**config.mk**
```make
export PLATFORM = sky130hd
export DESIGN_NAME = ttpt_queue
export DESIGN_NICKNAME = d
export VERILOG_FILES = /design/src/hw/rtl/ttpt_pkg.sv /design/src/hw/rtl/ttpt_queue.sv
export SDC_FILE = /design/constraint.sdc
export NUM_CORES = 1
export LEC_CHECK = 0
export BUFFER_PORTS_ARGS = -buffer_cell sky130_fd_sc_hd__buf_4
export CORE_MARGIN = 2
export CORE_UTILIZATION = 30
export CTS_CLUSTER_SIZE = 14
export DETAILED_ROUTE_END_ITERATION = 16
export PLACE_DENSITY = 0.54
export SLEW_MARGIN = 20
export SYNTH_ARGS = -nofsm -noshare
export SYNTH_HDL_FRONTEND = slang
export SYNTH_SLANG_ARGS = --single-unit
export TNS_END_PERCENT = 20
```
**constraint.sdc**
```tcl
create_clock -name clk -period 2.47 [get_ports clk]
set_clock_uncertainty 0.15 [all_clocks]
set_input_delay 0.494 -clock clk [delete_from_list [all_inputs] [get_ports clk]]
set_output_delay 0.494 -clock clk [all_outputs]
set_load 0.01 [all_outputs]
```
**src/hw/rtl/ttpt_pkg.sv**
```systemverilog
// ----------------------------------------------------------------------------
// ttpt_pkg
// Shared widths, codes, segment tables and item types for the timber thermal
// property tables block.
// ----------------------------------------------------------------------------
package ttpt_pkg;

	localparam int TEMP_W     = 17;
	localparam int COND_W     = 17;
	localparam int DENS_W     = 20;
	localparam int HEAT_W     = 18;
	localparam int DRY_W      = 10;
	localparam int MOIST_W    = 16;
	localparam int CFG_IDX_W  = 2;
	localparam int CFG_DATA_W = 16;

	localparam logic [CFG_IDX_W-1:0] CFG_DRY_DENSITY = 2'd0;
	localparam logic [CFG_IDX_W-1:0] CFG_MOISTURE    = 2'd1;

	// w = 5*T - 87408: Celsius in units of 1/320 C (exact for T in 1/64 K)
	localparam int W_W = 21;
	localparam logic signed [W_W-1:0] W_OFFSET    = 21'sd87408;
	localparam logic signed [W_W-1:0] W_TOP       = 21'sd384000;  // 1200 C
	localparam logic signed [W_W-1:0] W_MOIST_TOP = 21'sd32000;   // 100 C

	localparam int COND_N  = 6;
	localparam int DENS_N  = 8;
	localparam int HEAT_N  = 13;
	localparam int COND_IW = 3;
	localparam int DENS_IW = 3;
	localparam int HEAT_IW = 4;

	// heat 600..800 C segment: base 89.6e6, numerator up to 105.6e6
	localparam int BASE_W = 27;
	localparam int DY_W   = 16;
	localparam int T0_W   = 18;
	localparam int U_W    = 18;
	localparam int M_W    = 27;
	localparam int X_W    = 34;
	localparam int D_W    = 17;
	localparam int R_W    = 29;
	localparam int Q_W    = 18;
	localparam int DIV_K  = 34;
	localparam int RHO_W  = 20;

	localparam logic [63:0] DIV_ONE = 64'd1 << DIV_K;

	localparam int QUEUE_DEPTH = 4;
	localparam int QPTR_W      = 2;
	localparam int QCNT_W      = 3;

	// base = 320*y0*span, t0x = 320*t0, dhalf = half divisor, recip = 2^34 / divisor
	typedef struct packed {
		logic [BASE_W-1:0] base;
		logic [DY_W-1:0]   dy;
		logic [T0_W-1:0]   t0x;
		logic [D_W-1:0]    dhalf;
		logic [R_W-1:0]    recip;
	} seg_t;

	typedef struct packed {
		logic [W_W-1:0]     w;
		logic [COND_IW-1:0] cond_idx;
		logic [DENS_IW-1:0] dens_idx;
		logic [HEAT_IW-1:0] heat_idx;
		logic               oor;
		logic               low;
	} item_t;

	typedef struct packed {
		logic [BASE_W-1:0] base;
		logic [DY_W-1:0]   dy;
		logic [U_W-1:0]    u;
		logic [D_W-1:0]    dhalf;
		logic [R_W-1:0]    recip;
	} curve_s1_t;

	typedef struct packed {
		logic [M_W-1:0] m;
		logic [D_W-1:0] dhalf;
		logic [R_W-1:0] recip;
	} curve_s2_t;

	typedef struct packed {
		logic [X_W-1:0] x;
		logic [D_W-1:0] d;
		logic [R_W-1:0] r;
	} div_in_t;

	// conductivity: divisor 250*span
	localparam seg_t COND_SEG [COND_N] = '{
		'{27'(320*12*1),   16'(0),   18'(320*20),  17'(125*1),
			29'(DIV_ONE / 64'(250*1))},
		'{27'(320*12*180), 16'(3),   18'(320*20),  17'(125*180),
			29'(DIV_ONE / 64'(250*180))},
		'{27'(320*15*150), 16'(-8),  18'(320*200), 17'(125*150),
			29'(DIV_ONE / 64'(250*150))},
		'{27'(320*7*150),  16'(2),   18'(320*350), 17'(125*150),
			29'(DIV_ONE / 64'(250*150))},
		'{27'(320*9*300),  16'(26),  18'(320*500), 17'(125*300),
			29'(DIV_ONE / 64'(250*300))},
		'{27'(320*35*400), 16'(115), 18'(320*800), 17'(125*400),
			29'(DIV_ONE / 64'(250*400))}
	};

	// relative density above 100 C: divisor 250*span
	localparam seg_t DENS_SEG [DENS_N] = '{
		'{27'(320*100*1),  16'(0),   18'(320*200), 17'(125*1),
			29'(DIV_ONE / 64'(250*1))},
		'{27'(320*100*50), 16'(-7),  18'(320*200), 17'(125*50),
			29'(DIV_ONE / 64'(250*50))},
		'{27'(320*93*50),  16'(-17), 18'(320*250), 17'(125*50),
			29'(DIV_ONE / 64'(250*50))},
		'{27'(320*76*50),  16'(-24), 18'(320*300), 17'(125*50),
			29'(DIV_ONE / 64'(250*50))},
		'{27'(320*52*50),  16'(-14), 18'(320*350), 17'(125*50),
			29'(DIV_ONE / 64'(250*50))},
		'{27'(320*38*200), 16'(-10), 18'(320*400), 17'(125*200),
			29'(DIV_ONE / 64'(250*200))},
		'{27'(320*28*200), 16'(-2),  18'(320*600), 17'(125*200),
			29'(DIV_ONE / 64'(250*200))},
		'{27'(320*26*400), 16'(-26), 18'(320*800), 17'(125*400),
			29'(DIV_ONE / 64'(250*400))}
	};

	// specific heat: divisor 40*span; the 129..200 C segment starts at 121 C
	localparam seg_t HEAT_SEG [HEAT_N] = '{
		'{27'(320*1530*1),   16'(0),      18'(320*20),  17'(20*1),
			29'(DIV_ONE / 64'(40*1))},
		'{27'(320*1530*79),  16'(240),    18'(320*20),  17'(20*79),
			29'(DIV_ONE / 64'(40*79))},
		'{27'(320*1770*10),  16'(11830),  18'(320*99),  17'(20*10),
			29'(DIV_ONE / 64'(40*10))},
		'{27'(320*13600*10), 16'(-100),   18'(320*109), 17'(20*10),
			29'(DIV_ONE / 64'(40*10))},
		'{27'(320*13500*10), 16'(-11380), 18'(320*119), 17'(20*10),
			29'(DIV_ONE / 64'(40*10))},
		'{27'(320*2120*79),  16'(-120),   18'(320*121), 17'(20*79),
			29'(DIV_ONE / 64'(40*79))},
		'{27'(320*2000*50),  16'(-380),   18'(320*200), 17'(20*50),
			29'(DIV_ONE / 64'(40*50))},
		'{27'(320*1620*50),  16'(-910),   18'(320*250), 17'(20*50),
			29'(DIV_ONE / 64'(40*50))},
		'{27'(320*710*50),   16'(140),    18'(320*300), 17'(20*50),
			29'(DIV_ONE / 64'(40*50))},
		'{27'(320*850*50),   16'(150),    18'(320*350), 17'(20*50),
			29'(DIV_ONE / 64'(40*50))},
		'{27'(320*1000*200), 16'(400),    18'(320*400), 17'(20*200),
			29'(DIV_ONE / 64'(40*200))},
		'{27'(320*1400*200), 16'(250),    18'(320*600), 17'(20*200),
			29'(DIV_ONE / 64'(40*200))},
		'{27'(320*1650*1),   16'(0),      18'(320*800), 17'(20*1),
			29'(DIV_ONE / 64'(40*1))}
	};

	// upper breakpoints (w units) of all but the last segment
	localparam logic signed [W_W-1:0] COND_HI [COND_N-1] = '{
		21'(320*20), 21'(320*200), 21'(320*350), 21'(320*500), 21'(320*800)
	};

	localparam logic signed [W_W-1:0] DENS_HI [DENS_N-1] = '{
		21'(320*200), 21'(320*250), 21'(320*300), 21'(320*350),
		21'(320*400), 21'(320*600), 21'(320*800)
	};

	localparam logic signed [W_W-1:0] HEAT_HI [HEAT_N-1] = '{
		21'(320*20),  21'(320*99),  21'(320*109), 21'(320*119),
		21'(320*129), 21'(320*200), 21'(320*250), 21'(320*300),
		21'(320*350), 21'(320*400), 21'(320*600), 21'(320*800)
	};

endpackage

```
**src/hw/rtl/ttpt_queue.sv**
```systemverilog
// ----------------------------------------------------------------------------
// ttpt_queue
// Short FIFO of classified samples between the front and the back.
// ----------------------------------------------------------------------------
module ttpt_queue
	import ttpt_pkg::*;
(
	input  logic  clk,
	input  logic  arst_n,
	input  logic  push,
	input  item_t push_item,
	input  logic  pop,
	output logic  full,
	output logic  head_valid,
	output item_t head_item
);

	item_t             mem_q [QUEUE_DEPTH];
	logic [QPTR_W-1:0] wr_ptr_q;
	logic [QPTR_W-1:0] rd_ptr_q;
	logic [QCNT_W-1:0] count_q;

	assign full       = (count_q == QCNT_W'(QUEUE_DEPTH));
	assign head_valid = (count_q != '0);
	assign head_item  = mem_q[rd_ptr_q];

	always_ff @(posedge clk) begin
		if (push) mem_q[wr_ptr_q] <= push_item;
	end

	always_ff @(posedge clk or negedge arst_n) begin
		if (!arst_n) begin
			wr_ptr_q <= '0;
			rd_ptr_q <= '0;
			count_q  <= '0;
		end else begin
			if (push) wr_ptr_q <= wr_ptr_q + QPTR_W'(1);
			if (pop)  rd_ptr_q <= rd_ptr_q + QPTR_W'(1);
			case ({push, pop})
				2'b10:   count_q <= count_q + QCNT_W'(1);
				2'b01:   count_q <= count_q - QCNT_W'(1);
				default: count_q <= count_q;
			endcase
		end
	end

endmodule

```
==> impl_metrics.yaml <==
critical_path:
  required_ns: 1.83
  end_kind: "primary output"
  cp_max_fo: 21
  cp_cell_sequence: "buf_12 > mux4_2 > buf_4"
  crit_slowest_cell: "mux4_2"
  crit_buf_inv: 2
  regToRegStartpoint: "wr_ptr_q[0]"
  startpoint: "rd_ptr_q[0]"
  startpoint_type: "flop"
  cp_slowest_stage_delay_ns: 0.55
  timing_worst_setup_path_type: "flop to primary output"
  worst_ep_arrival_time_ns: 1.74
  critPathTopFamily: "multiplexers"
run_status:
  run_status: "completed"
sta:
  final_max_slew_viol_count: 0
  period_minus_slack_ns: 2.39
  slew_headroom: 0.727
  setup_viol: 0
  rsz0062_at_grt: "true"
  fin_tns_setup_ns: 0
  hold_viol_final: 0
  fmax_mhz: 419
  period_share: 0.966
  worstMarginPinSlew_ns: 0.410
clock_network:
  numCtsBuffers: 17
  cts_root_buf: "clkbuf_16"
  cts.sinks: 139
  clockBufferDepth: 2
  clock_latency_ns: 0.41
  cts_max_level: 4
  tritoncts: "done"
  clk_pin_slew_ns: 0.06
job:
  timing.max_cap.violations: 0
global_routing:
  antenna_found_initial: 0
  grt_util_all_layers: 0.115
  grt_pass1_vias: 2642
  grt_pass1_wl_mm: 14.9
  grt_max_degree: 24
  overflow: 0
hold_path:
  hp-class: "input port to flop"
  min-delay-start: "push_item[22]"
final_layout:
  fin_cells: 537
  n_antenna_cell: 0
  layout-drive-gt1-share: 0.481
  syn2layout_area_growth_pct: 27.6
  fin_nets: 342
synth:
  ys_warn_count: 0
  ys_seq_area_frac: 0.795
  synth_cells: 206
  synth_nets: 249
  synth_area_per_cell_um2: 25.3
  synth_area_mm2: 0.00520
  ys_ff_latch: 139
  synth_cell_type_count: 19
placement:
  port_buffers: 71
  hpwl_mm: 5.83
  gp_congestion: 0.644
  placed_cells: 504
power:
  power.density_mw_per_mm2: 1230
  power_uw: 8150
  p_leak_uw: 0.00230
  vdd.ir_drop.worst_mv: 0.478
floorplanning:
  fp.dieH_um: 136
  ios: 72
  start_util: 0.304
  die_w_um: 136
  die-area_mm2: 0.0184
  core.rowCount: 48
  core-area_mm2: 0.0171
detailed_routing:
  wl_per_cell_um: 18.0
  drt.antenna.violating_nets: 0
  routed_wl_mm: 9.66
  vias: 2385
  drt_iter0_drc: 193
  drc: 0
  vias_per_cell: 4.44
  drtPass1Iterations: 4
==> cells by family (layout without fill, tap and decap cells) <==
family | Yosys count | count (layout) | share of synthesized area
DFF | 139 | 139 | 0.795
muxes | 34 | 34 | 0.149
xor gates and xnor gates | 6 | 6 | 0.0101
buffers and inverters | 11 | 117 | 0.0197
and+or+nand+nor | 9 | 9 | 0.00962
AOI/OAI and AO/OA | 1 | 1 | 0.000961
adders and majority gates | 6 | 6 | 0.0159
==> final cells by class <==
cell class / count / area (µm²)
fillers: 1568 / 10500
clock buffers: 17 / 425
clock inverters: 15 / 173
repair buffers: 82 / 659
inverters: 3 / 11.3
well taps: 225 / 282
multi-input cells: 56 / 950
flip-flops and latches: 139 / 4140
==> cells in the final DEF, fill, tap and decap left out, drive strengths merged, types with 4 or more instances in the layout <==
cell type and instances:
buf 81, edfxtp 132, clkbuf 17, clkinv 7, mux4 33, ha 5
dfrtp 7, inv 5, and2 4
==> cell usage after synthesis <==
| master | number | area share |
|---|---|---|
| and2_1 | 4 | 0.0048 |
| mux4_2 | 28 | 0.12 |
| buf_2 | 4 | 0.0038 |
| nor2_1 | 1 | 0.00072 |
| o21ai_0 | 1 | 0.00096 |
| ha_1 | 5 | 0.012 |
| xor2_1 | 3 | 0.0050 |
| mux2_2 | 1 | 0.0022 |
| edfxtp_1 | 132 | 0.76 |
| buf_12 | 3 | 0.012 |
| fa_1 | 1 | 0.0038 |
| inv_1 | 3 | 0.0022 |
| nor3b_1 | 1 | 0.0014 |
| or3_1 | 1 | 0.0012 |
| buf_6 | 1 | 0.0022 |
| dfrtp_1 | 7 | 0.034 |
| mux4_1 | 5 | 0.025 |
| xnor2_1 | 3 | 0.0050 |
| nand2_1 | 2 | 0.0014 |
==> sequential cells by signal (all words and copies together) (netlist names) <==
register  flops
count_q       3
mem_q       132
rd_ptr_q      2
wr_ptr_q      2
==> worst paths after layout <==
path	end	slack, ns	depth (start not counted)
worst max-delay path	head_item[32]	0.08	3
worst min-delay path	mem_q[1][22]	0.13	1
worst max register to register	mem_q[0][8]	0.65	4
worst min register to register	count_q[2]	0.33	1
max in group asynchronous	rd_ptr_q[0]	1.75	2
min in group asynchronous	count_q[2]	0.27	2
==> through the flow <==
step / hold WS (ns) / cell area [µm²] / utilization / setup slack [ns]
after floorplan: 0.0484 / 5200 / - / 0.494
after global routing: 0.103 / 6640 / 0.388 / -0.00355
after CTS: 0.107 / 6650 / 0.388 / 0.0157
final: 0.130 / 6640 / 0.388 / 0.0833
after global placement: 0.165 / 6050 / 0.353 / 0.437
after detailed placement: 0.166 / 6050 / 0.353 / 0.431
==> routing by layer <==
metal / track usage / up-vias / routed length, µm
met5: 0 / - / 0
met4: 0.0434 / 0 / 133
met3: 0.0456 / 11 / 543
met2: 0.190 / 64 / 4900
met1: 0.134 / 1262 / 4080
li1: - / 1048 / -
==> where the power goes <==
group | total [µW] | switching, µW | internal [µW]
clock | 2530 | 951 | 1580
sequential | 3230 | 135 | 3100
combinational | 2380 | 1150 | 1230
==> worst register-to-register path, stage by stage (launching register included) <==
cell	delay, ns
dfrtp_1	0.43
inv_1	0.11
ha_1	0.15
and2_2	0.40
buf_12	0.26
==> repair_timing <==
action / 4_1_cts / 5_1_grt
endpoints found under the hold margin: 7 / 0
hold buffers: 1 / 0
setup endpoints to repair: 11 / 2
buffers inserted: 0 / 0
resized for setup: 4 / 2
Note: power is estimated with default switching activity, not from simulation.
