<file path="config.mk">
export PLATFORM = sky130hd
export DESIGN_NAME = ttpt_front
export DESIGN_NICKNAME = d
export VERILOG_FILES = /design/src/hw/rtl/ttpt_pkg.sv /design/src/hw/rtl/ttpt_front.sv
export SDC_FILE = /design/constraint.sdc
export NUM_CORES = 1
export LEC_CHECK = 0
export BUFFER_PORTS_ARGS = -buffer_cell sky130_fd_sc_hd__buf_2
export CORE_MARGIN = 3
export CORE_UTILIZATION = 43
export DETAILED_ROUTE_END_ITERATION = 12
export GPL_TIMING_DRIVEN = 1
export SLEW_MARGIN = 30
export SYNTH_ARGS = -nofsm -noshare
export SYNTH_HDL_FRONTEND = slang
export SYNTH_SLANG_ARGS = --single-unit
</file>
<file path="constraint.sdc">
create_clock -name vclk -period 19.8
set_input_delay 3.96 -clock vclk [all_inputs]
set_output_delay 3.96 -clock vclk [all_outputs]
set_load 0.01 [all_outputs]
</file>
<file path="src/hw/rtl/ttpt_pkg.sv">
// ----------------------------------------------------------------------------
// ttpt_pkg
// Shared widths, codes, segment tables and item types for the timber thermal
// property tables block.
// ----------------------------------------------------------------------------
package ttpt_pkg;

	localparam int TEMP_W     = 17;
	localparam int COND_W     = 17;
	localparam int DENS_W     = 20;
	localparam int HEAT_W     = 18;
	localparam int DRY_W      = 10;
	localparam int MOIST_W    = 16;
	localparam int CFG_IDX_W  = 2;
	localparam int CFG_DATA_W = 16;

	localparam logic [CFG_IDX_W-1:0] CFG_DRY_DENSITY = 2'd0;
	localparam logic [CFG_IDX_W-1:0] CFG_MOISTURE    = 2'd1;

	// w = 5*T - 87408: Celsius in units of 1/320 C (exact for T in 1/64 K)
	localparam int W_W = 21;
	localparam logic signed [W_W-1:0] W_OFFSET    = 21'sd87408;
	localparam logic signed [W_W-1:0] W_TOP       = 21'sd384000;  // 1200 C
	localparam logic signed [W_W-1:0] W_MOIST_TOP = 21'sd32000;   // 100 C

	localparam int COND_N  = 6;
	localparam int DENS_N  = 8;
	localparam int HEAT_N  = 13;
	localparam int COND_IW = 3;
	localparam int DENS_IW = 3;
	localparam int HEAT_IW = 4;

	// heat 600..800 C segment: base 89.6e6, numerator up to 105.6e6
	localparam int BASE_W = 27;
	localparam int DY_W   = 16;
	localparam int T0_W   = 18;
	localparam int U_W    = 18;
	localparam int M_W    = 27;
	localparam int X_W    = 34;
	localparam int D_W    = 17;
	localparam int R_W    = 29;
	localparam int Q_W    = 18;
	localparam int DIV_K  = 34;
	localparam int RHO_W  = 20;

	localparam logic [63:0] DIV_ONE = 64'd1 << DIV_K;

	localparam int QUEUE_DEPTH = 4;
	localparam int QPTR_W      = 2;
	localparam int QCNT_W      = 3;

	// base = 320*y0*span, t0x = 320*t0, dhalf = half divisor, recip = 2^34 / divisor
	typedef struct packed {
		logic [BASE_W-1:0] base;
		logic [DY_W-1:0]   dy;
		logic [T0_W-1:0]   t0x;
		logic [D_W-1:0]    dhalf;
		logic [R_W-1:0]    recip;
	} seg_t;

	typedef struct packed {
		logic [W_W-1:0]     w;
		logic [COND_IW-1:0] cond_idx;
		logic [DENS_IW-1:0] dens_idx;
		logic [HEAT_IW-1:0] heat_idx;
		logic               oor;
		logic               low;
	} item_t;

	typedef struct packed {
		logic [BASE_W-1:0] base;
		logic [DY_W-1:0]   dy;
		logic [U_W-1:0]    u;
		logic [D_W-1:0]    dhalf;
		logic [R_W-1:0]    recip;
	} curve_s1_t;

	typedef struct packed {
		logic [M_W-1:0] m;
		logic [D_W-1:0] dhalf;
		logic [R_W-1:0] recip;
	} curve_s2_t;

	typedef struct packed {
		logic [X_W-1:0] x;
		logic [D_W-1:0] d;
		logic [R_W-1:0] r;
	} div_in_t;

	// conductivity: divisor 250*span
	localparam seg_t COND_SEG [COND_N] = '{
		'{27'(320*12*1),   16'(0),   18'(320*20),  17'(125*1),
			29'(DIV_ONE / 64'(250*1))},
		'{27'(320*12*180), 16'(3),   18'(320*20),  17'(125*180),
			29'(DIV_ONE / 64'(250*180))},
		'{27'(320*15*150), 16'(-8),  18'(320*200), 17'(125*150),
			29'(DIV_ONE / 64'(250*150))},
		'{27'(320*7*150),  16'(2),   18'(320*350), 17'(125*150),
			29'(DIV_ONE / 64'(250*150))},
		'{27'(320*9*300),  16'(26),  18'(320*500), 17'(125*300),
			29'(DIV_ONE / 64'(250*300))},
		'{27'(320*35*400), 16'(115), 18'(320*800), 17'(125*400),
			29'(DIV_ONE / 64'(250*400))}
	};

	// relative density above 100 C: divisor 250*span
	localparam seg_t DENS_SEG [DENS_N] = '{
		'{27'(320*100*1),  16'(0),   18'(320*200), 17'(125*1),
			29'(DIV_ONE / 64'(250*1))},
		'{27'(320*100*50), 16'(-7),  18'(320*200), 17'(125*50),
			29'(DIV_ONE / 64'(250*50))},
		'{27'(320*93*50),  16'(-17), 18'(320*250), 17'(125*50),
			29'(DIV_ONE / 64'(250*50))},
		'{27'(320*76*50),  16'(-24), 18'(320*300), 17'(125*50),
			29'(DIV_ONE / 64'(250*50))},
		'{27'(320*52*50),  16'(-14), 18'(320*350), 17'(125*50),
			29'(DIV_ONE / 64'(250*50))},
		'{27'(320*38*200), 16'(-10), 18'(320*400), 17'(125*200),
			29'(DIV_ONE / 64'(250*200))},
		'{27'(320*28*200), 16'(-2),  18'(320*600), 17'(125*200),
			29'(DIV_ONE / 64'(250*200))},
		'{27'(320*26*400), 16'(-26), 18'(320*800), 17'(125*400),
			29'(DIV_ONE / 64'(250*400))}
	};

	// specific heat: divisor 40*span; the 129..200 C segment starts at 121 C
	localparam seg_t HEAT_SEG [HEAT_N] = '{
		'{27'(320*1530*1),   16'(0),      18'(320*20),  17'(20*1),
			29'(DIV_ONE / 64'(40*1))},
		'{27'(320*1530*79),  16'(240),    18'(320*20),  17'(20*79),
			29'(DIV_ONE / 64'(40*79))},
		'{27'(320*1770*10),  16'(11830),  18'(320*99),  17'(20*10),
			29'(DIV_ONE / 64'(40*10))},
		'{27'(320*13600*10), 16'(-100),   18'(320*109), 17'(20*10),
			29'(DIV_ONE / 64'(40*10))},
		'{27'(320*13500*10), 16'(-11380), 18'(320*119), 17'(20*10),
			29'(DIV_ONE / 64'(40*10))},
		'{27'(320*2120*79),  16'(-120),   18'(320*121), 17'(20*79),
			29'(DIV_ONE / 64'(40*79))},
		'{27'(320*2000*50),  16'(-380),   18'(320*200), 17'(20*50),
			29'(DIV_ONE / 64'(40*50))},
		'{27'(320*1620*50),  16'(-910),   18'(320*250), 17'(20*50),
			29'(DIV_ONE / 64'(40*50))},
		'{27'(320*710*50),   16'(140),    18'(320*300), 17'(20*50),
			29'(DIV_ONE / 64'(40*50))},
		'{27'(320*850*50),   16'(150),    18'(320*350), 17'(20*50),
			29'(DIV_ONE / 64'(40*50))},
		'{27'(320*1000*200), 16'(400),    18'(320*400), 17'(20*200),
			29'(DIV_ONE / 64'(40*200))},
		'{27'(320*1400*200), 16'(250),    18'(320*600), 17'(20*200),
			29'(DIV_ONE / 64'(40*200))},
		'{27'(320*1650*1),   16'(0),      18'(320*800), 17'(20*1),
			29'(DIV_ONE / 64'(40*1))}
	};

	// upper breakpoints (w units) of all but the last segment
	localparam logic signed [W_W-1:0] COND_HI [COND_N-1] = '{
		21'(320*20), 21'(320*200), 21'(320*350), 21'(320*500), 21'(320*800)
	};

	localparam logic signed [W_W-1:0] DENS_HI [DENS_N-1] = '{
		21'(320*200), 21'(320*250), 21'(320*300), 21'(320*350),
		21'(320*400), 21'(320*600), 21'(320*800)
	};

	localparam logic signed [W_W-1:0] HEAT_HI [HEAT_N-1] = '{
		21'(320*20),  21'(320*99),  21'(320*109), 21'(320*119),
		21'(320*129), 21'(320*200), 21'(320*250), 21'(320*300),
		21'(320*350), 21'(320*400), 21'(320*600), 21'(320*800)
	};

endpackage

</file>
<file path="src/hw/rtl/ttpt_front.sv">
// ----------------------------------------------------------------------------
// ttpt_front
// Converts the kelvin sample to the internal Celsius scale and picks the
// segment of each property curve.
// ----------------------------------------------------------------------------
module ttpt_front
	import ttpt_pkg::*;
(
	input  logic              sample_valid,
	input  logic [TEMP_W-1:0] temp_kelvin,
	input  logic              queue_full,
	output logic              sample_stall,
	output logic              push,
	output item_t             push_item
);

	logic [W_W-2:0]        t5;
	logic signed [W_W-1:0] w;
	logic [COND_IW-1:0]    cond_idx;
	logic [DENS_IW-1:0]    dens_idx;
	logic [HEAT_IW-1:0]    heat_idx;

	assign t5 = 20'(temp_kelvin) * 20'd5;
	assign w  = $signed({1'b0, t5}) - W_OFFSET;

	// a value on a breakpoint stays in the lower segment
	always_comb begin
		cond_idx = '0;
		dens_idx = '0;
		heat_idx = '0;
		for (int i = 0; i < COND_N - 1; i++) begin
			if (w > COND_HI[i]) cond_idx = cond_idx + COND_IW'(1);
		end
		for (int i = 0; i < DENS_N - 1; i++) begin
			if (w > DENS_HI[i]) dens_idx = dens_idx + DENS_IW'(1);
		end
		for (int i = 0; i < HEAT_N - 1; i++) begin
			if (w > HEAT_HI[i]) heat_idx = heat_idx + HEAT_IW'(1);
		end
	end

	assign sample_stall = queue_full;
	assign push         = sample_valid && !queue_full;

	always_comb begin
		push_item.w        = w;
		push_item.cond_idx = cond_idx;
		push_item.dens_idx = dens_idx;
		push_item.heat_idx = heat_idx;
		push_item.oor      = (w > W_TOP);
		push_item.low      = (w <= W_MOIST_TOP);
	end

endmodule

</file>
==> reports/results.txt, run 1 <==
run status - finished clean
Seq cells - 0
storage element area - 0 um^2
I/O Buffers - 54
drt pass-1 iters - 8
Initial DRC Count - 296
Die Wd - 96.0 um
# resized after CTS - 0
met1 Usage GRT - 29.1%
Period minus WS final - 18.24 ns
number of global-route vias before repair - 3,480
DR vias - 3,675
Mapped Nets - 557
f_max - 54.8 MHz
total wire length - 9.24 mm
synthesized cell area - 3480 um^2
Area Growth Syn to Fin - 9.39%
Synth top cells by count - 55 x ha_1, 51 x nand2_1, 36 x inv_1
final cell count without fillers - 614
first-pass GRT wire length - 16.0 mm
RSZ-0062 raised after global routing - no
sequential element share of the synthesized area - 0%
gr busiest metal - met2
num rows - 32
multi-input logic area - 3260 um^2
met3 Track Usage GR - 0.860%
DRC Markers - 0
Final Hold Violating Endpoints - 0
Least-Margin Pin Slew - 0.779 ns
# fillers - 806
post-synthesis cell type count - 77
ranking of synthesized cells by area - ha_1 20%, xnor2_1 8.3%, nand2_1 5.5%
via/cell ratio - 5.99
ratio of final minimum period to clock period - 92.1%
Synth area leader - ha_1
nature of the critical path endpoint - output pin
placed insts - 614
antenna violations before repair - 0
top-count cell post-synth - ha_1
worst min path class - primary input to output pin
Worst Path Required - 15.84 ns
Placer Congestion - 0.874
# IOs - 54
Post CTS Setup Buffer Count - 0
crit path kind - primary input to output pin
All-Layer GR Usage - 20.7%
CORE AREA - 7810 um^2
max-slew violation count - 0
CP max stage cell - or4_1
Worst path max stage delay - 0.53 ns
Slew HR - 48.1%
Critical Path Start Type - primary input
WL/cell - 15.1 um
setup_tns - 0 ns
Initial Util - 44.6%
global route overflow - 0
ant diodes - 0
cts hold-fix bufs - 0
ANT nets after route - 0
die area - 9210 um^2
Max Cap Viol - 0
Avg Cell Area, Syn - 7.31 um^2
final setup vio count - 0
share of cells above drive strength 1 - 15.6%
NumNets Final - 595
largest net degree at the start of global routing - 21
most frequent CP cell - ha_1
synth warn - 0
Post-Syn Instances - 476
WP data arrival - 14.28 ns
M2 GR Usage - 35.5%
Die H - 96.0 um
clkbuf count - 0
Yosys top cell area share - 19.8%
DP HPWL - 7.76 mm
crit-path max FO - 14
==> layout by cell type (no fill, tap or decap), types with 9 or more instances in the layout <==
master,synthesis,layout
nor2_1,28,28
or3_1,9,9
nand3_1,13,13
nand2_1,51,51
buf_2,0,54
o21ai_0,17,17
inv_1,36,36
ha_1,55,55
a21oi_1,33,32
nand2b_1,9,9
nor3_1,10,10
xnor2_1,33,32
==> stage by stage <==
| step | hold slack (ns) | util (%) | setup slack [ns] | cell area (um^2) |
|---|---|---|---|---|
| 3_3_place_gp | 8.12 | 48.6 | 1.63 | 3790 |
| 3_5_place_dp | 8.12 | 48.6 | 1.38 | 3790 |
| 5_1_grt | 8.15 | 48.8 | 0.647 | 3810 |
| 2_1_floorplan | 7.97 | - | 2.99 | 3480 |
| 6_report | 8.12 | 48.8 | 1.56 | 3810 |
| 4_1_cts | 8.12 | 48.6 | 1.33 | 3790 |
==> layout make-up <==
type	instances	share of cell area, %
well taps	102	3.35
repair buffers	55	7.30
multi-input cells	420	85.7
inverters	37	3.65
==> cells by family after synthesis <==
group / share of synthesized area, %
xor+xnor: 13.0
fa+ha+maj: 23.8
buf+inv: 6.58
simple gates: 23.4
mux: 4.28
compound gates: 28.9
==> routing by layer <==
metal  wire length (um)  up-vias
met5                  0        -
met4                125        0
met3                345       18
met2               4290      108
met1               4490     1704
li1                   -     1845
==> worst paths after layout <==
kind	start	to	slack, ns	depth (start not counted)
worst max-delay path	temp_kelvin[1]	push_item[3]	1.56	47
worst min-delay path	queue_full	sample_stall	8.12	2
==> worst max-delay path: cells and delay by family <==
kind,cells,cell delay (ns)
XOR/XNOR,3,0.63
adder cells (fa/ha/maj),10,3.01
AND/OR/NAND/NOR,18,3.58
multiplexers,3,0.65
AO/OA/AOI/OAI,6,1.48
buffers and inverters,7,1.00
Power of run 1 is not shown: default switching activity piles up to over one toggle a cycle in this logic, so the estimate is an artifact.
==> run 2, diff against run 1 <==
CAP_MARGIN = 0   (was default)
CORE_ASPECT_RATIO = 1.2   (was default)
==> reports/results.txt, run 2 (synthesis gave the netlist of run 1 again) <==
run status - finished clean (unchanged)
nature of the critical path endpoint - output pin (unchanged)
CORE AREA - 7790 um^2 (was 7810 um^2)
Worst Path Required - 15.84 ns (about the same)
antenna violations before repair - 0 (unchanged)
Initial DRC Count - 177 (was 296)
max-slew violation count - 0 (unchanged)
DRC Markers - 0 (unchanged)
ANT nets after route - 0 (unchanged)
largest net degree at the start of global routing - 21 (unchanged)
total wire length - 9.41 mm (was 9.24 mm)
Seq cells - 0 (unchanged)
DP HPWL - 7.81 mm (was 7.76 mm)
final setup vio count - 0 (unchanged)
clkbuf count - 0 (unchanged)
drt pass-1 iters - 5 (was 8)
Slew HR - 44.9% (was 48.1%)
storage element area - 0 um^2 (unchanged)
number of global-route vias before repair - 3,314 (was 3,480)
Critical Path Start Type - primary input (unchanged)
f_max - 54.9 MHz (was 54.8 MHz)
setup_tns - 0 ns (unchanged)
most frequent cells in the layout - 55 x ha_1, 54 x buf_2, 51 x nand2_1 (unchanged)
I/O Buffers - 54 (unchanged)
crit path kind - primary input to output pin (unchanged)
Post CTS Setup Buffer Count - 0 (unchanged)
most frequent CP cell - ha_1 (unchanged)
Placer Congestion - 0.863 (was 0.874)
Worst path max stage delay - 0.54 ns (was 0.53 ns)
DR vias - 3,709 (was 3,675)
fin util - 48.7% (was 48.8%)
share of cells above drive strength 1 - 15.6% (unchanged)
CP max stage cell - or4_1 (unchanged)
RSZ-0062 raised after global routing - no (unchanged)
ant diodes - 0 (unchanged)
Least-Margin Pin Slew - 0.827 ns (was 0.779 ns)
crit-path max FO - 14 (unchanged)
num rows - 35 (was 32)
# resized after CTS - 0 (unchanged)
Final Hold Violating Endpoints - 0 (unchanged)
Initial Util - 44.6% (about the same)
first-pass GRT wire length - 15.4 mm (was 16.0 mm)
final cell count without fillers - 604 (was 614)
Die Wd - 88.1 um (was 96.0 um)
WP data arrival - 14.25 ns (was 14.28 ns)
ratio of final minimum period to clock period - 92.0% (was 92.1%)
Max Cap Viol - 0 (unchanged)
WL/cell - 15.6 um (was 15.1 um)
worst min path class - primary input to output pin (unchanged)
Die H - 105 um (was 96.0 um)
NumNets Final - 595 (unchanged)
All-Layer GR Usage - 19.6% (was 20.7%)
placed insts - 604 (was 614)
global route overflow - 0 (unchanged)
via/cell ratio - 6.14 (was 5.99)
Period minus WS final - 18.21 ns (was 18.24 ns)
cts hold-fix bufs - 0 (unchanged)
commonest non-fill, non-tap cell in the layout - ha_1 (unchanged)
die area - 9210 um^2 (about the same)
Area Growth Syn to Fin - 9.03% (was 9.39%)
# IOs - 54 (unchanged)
# fillers - 808 (was 806)
## run 2: cell type report
type                       instances  area (um^2)  share of cell area (%)
multi-input combinational        420         3260                    86.0
inverter                          37          139                    3.66
timing repair buffer              55          278                    7.32
tap                               92          115                    3.03
## run 2: critical path: cells and delay by family
family / cells / cell delay (ns)
AO/OA/AOI/OAI: 6 / 1.45
XOR/XNOR: 3 / 0.64
adder cells (fa/ha/maj): 10 / 2.99
buffers and inverters: 7 / 0.97
multiplexers: 3 / 0.65
AND/OR/NAND/NOR: 18 / 3.56
## run 2: metrics by stage
stage | setup slack, ns | area [um^2] | hold WS [ns]
2_1_floorplan | 2.99 | 3480 | 7.97
6_report | 1.59 | 3790 | 8.12
4_1_cts | 1.41 | 3780 | 8.12
3_5_place_dp | 1.41 | 3780 | 8.12
5_1_grt | 0.930 | 3790 | 8.13
3_3_place_gp | 1.78 | 3780 | 8.12
## run 2: final timing paths
kind                           start            to  slack [ns]  depth (start not counted)
worst min-delay path      queue_full  sample_stall        8.12                          2
worst max-delay path  temp_kelvin[1]  push_item[3]        1.59                         47
## run 2: routing by layer
| metal | wire, um | global-route usage (%) |
|---|---|---|
| met1 | 4180 | 26.5 |
| met2 | 4770 | 34.9 |
| met3 | 328 | 0.394 |
| met4 | 138 | 2.92 |
| met5 | 0 | 0 |
Power of run 2 is left out for the same reason.
==> run 3, diff against run 2 <==
CORE_UTILIZATION = 35   (was 43)
SETUP_SLACK_MARGIN = 0.4   (was default)
==> reports/results.txt, run 3 (synthesis gave the netlist of run 1 again) <==
run status - finished clean (unchanged)
fin util - 39.9% (was 48.7%)
I/O Buffers - 54 (unchanged)
Initial Util - 36.2% (was 44.6%)
Worst Hold Margin - 8.12 ns (about the same)
most frequent CP cell - ha_1 (unchanged)
Die H - 115 um (was 105 um)
# resized after CTS - 0 (unchanged)
Initial DRC Count - 188 (was 177)
commonest non-fill, non-tap cell in the layout - ha_1 (unchanged)
nature of the critical path endpoint - output pin (unchanged)
clkbuf count - 0 (unchanged)
final setup vio count - 0 (unchanged)
drt pass-1 iters - 4 (was 5)
All-Layer GR Usage - 16.4% (was 19.6%)
Worst path max stage delay - 0.53 ns (was 0.54 ns)
ANT nets after route - 0 (unchanged)
f_max - 54.9 MHz (about the same)
crit-path leading delay family - simple AND/OR/NAND/NOR gates (unchanged)
Post CTS Setup Buffer Count - 0 (unchanged)
num rows - 39 (was 35)
Final Hold Violating Endpoints - 0 (unchanged)
cts hold-fix bufs - 0 (unchanged)
first-pass GRT wire length - 16.1 mm (was 15.4 mm)
ratio of final minimum period to clock period - 91.9% (was 92.0%)
Worst path depth - 47 (unchanged)
NumNets Final - 596 (was 595)
Die Wd - 97.0 um (was 88.1 um)
largest net degree at the start of global routing - 21 (unchanged)
WL/cell - 14.8 um (was 15.6 um)
crit path kind - primary input to output pin (unchanged)
DR vias - 3,640 (was 3,709)
die area - 11,200 um^2 (was 9210 um^2)
Least-Margin Pin Slew - 0.906 ns (was 0.827 ns)
total wire length - 9.39 mm (was 9.41 mm)
Area Growth Syn to Fin - 10.2% (was 9.03%)
setup_tns - 0 ns (unchanged)
Critical Path Start Type - primary input (unchanged)
CORE AREA - 9610 um^2 (was 7790 um^2)
Period minus WS final - 18.20 ns (was 18.21 ns)
ant diodes - 0 (unchanged)
max-slew violation count - 0 (unchanged)
share of cells above drive strength 1 - 15.6% (about the same)
CP max stage cell - or4_1 (unchanged)
CP Buf/Inv Count - 7 (unchanged)
worst min path class - primary input to output pin (unchanged)
number of global-route vias before repair - 3,490 (was 3,314)
Max Cap Viol - 0 (unchanged)
multi-input logic area - 3260 um^2 (about the same)
WHS Path Cells - 2 (unchanged)
WP data arrival - 14.24 ns (was 14.25 ns)
antenna violations before repair - 0 (unchanged)
Placer Congestion - 0.921 (was 0.863)
Worst Path Required - 15.84 ns (about the same)
# fillers - 1,038 (was 808)
RSZ-0062 raised after global routing - no (unchanged)
Seq cells - 0 (unchanged)
DP HPWL - 7.89 mm (was 7.81 mm)
most frequent cells in the layout - 55 x ha_1, 54 x buf_2, 51 x nand2_1 (unchanged)
DRC Markers - 0 (unchanged)
global route overflow - 0 (unchanged)
Slew HR - 39.6% (was 44.9%)
# IOs - 54 (unchanged)
via/cell ratio - 5.72 (was 6.14)
crit-path max FO - 14 (unchanged)
storage element area - 0 um^2 (unchanged)
==> run 3: worst paths after layout <==
check,start,to
worst max-delay path,temp_kelvin[1],push_item[3]
worst min-delay path,queue_full,sample_stall
==> run 3: cell type report <==
class,instances,area share [%]
multi-input cells,420,84.9
well taps,123,4.01
inverters,37,3.62
repair buffers,56,7.44
==> run 3: through the flow <==
step                std cells  setup slack [ns]  instance area (um^2)
floorplan                 476              2.99                  3480
global placement          636              1.69                  3830
detailed placement        636              1.32                  3830
CTS                       636              1.32                  3830
global route              636             0.882                  3840
finish                    636              1.60                  3840
==> run 3: layer usage <==
layer | up-vias | share of wire, % | global-route usage, %
met5 | - | 0 | 0
met4 | 0 | 1.4 | 2.15
met3 | 12 | 2.7 | 0.546
met2 | 75 | 51 | 31.6
met1 | 1707 | 45 | 20.9
li1 | 1846 | - | -
Power of run 3 is left out for the same reason.
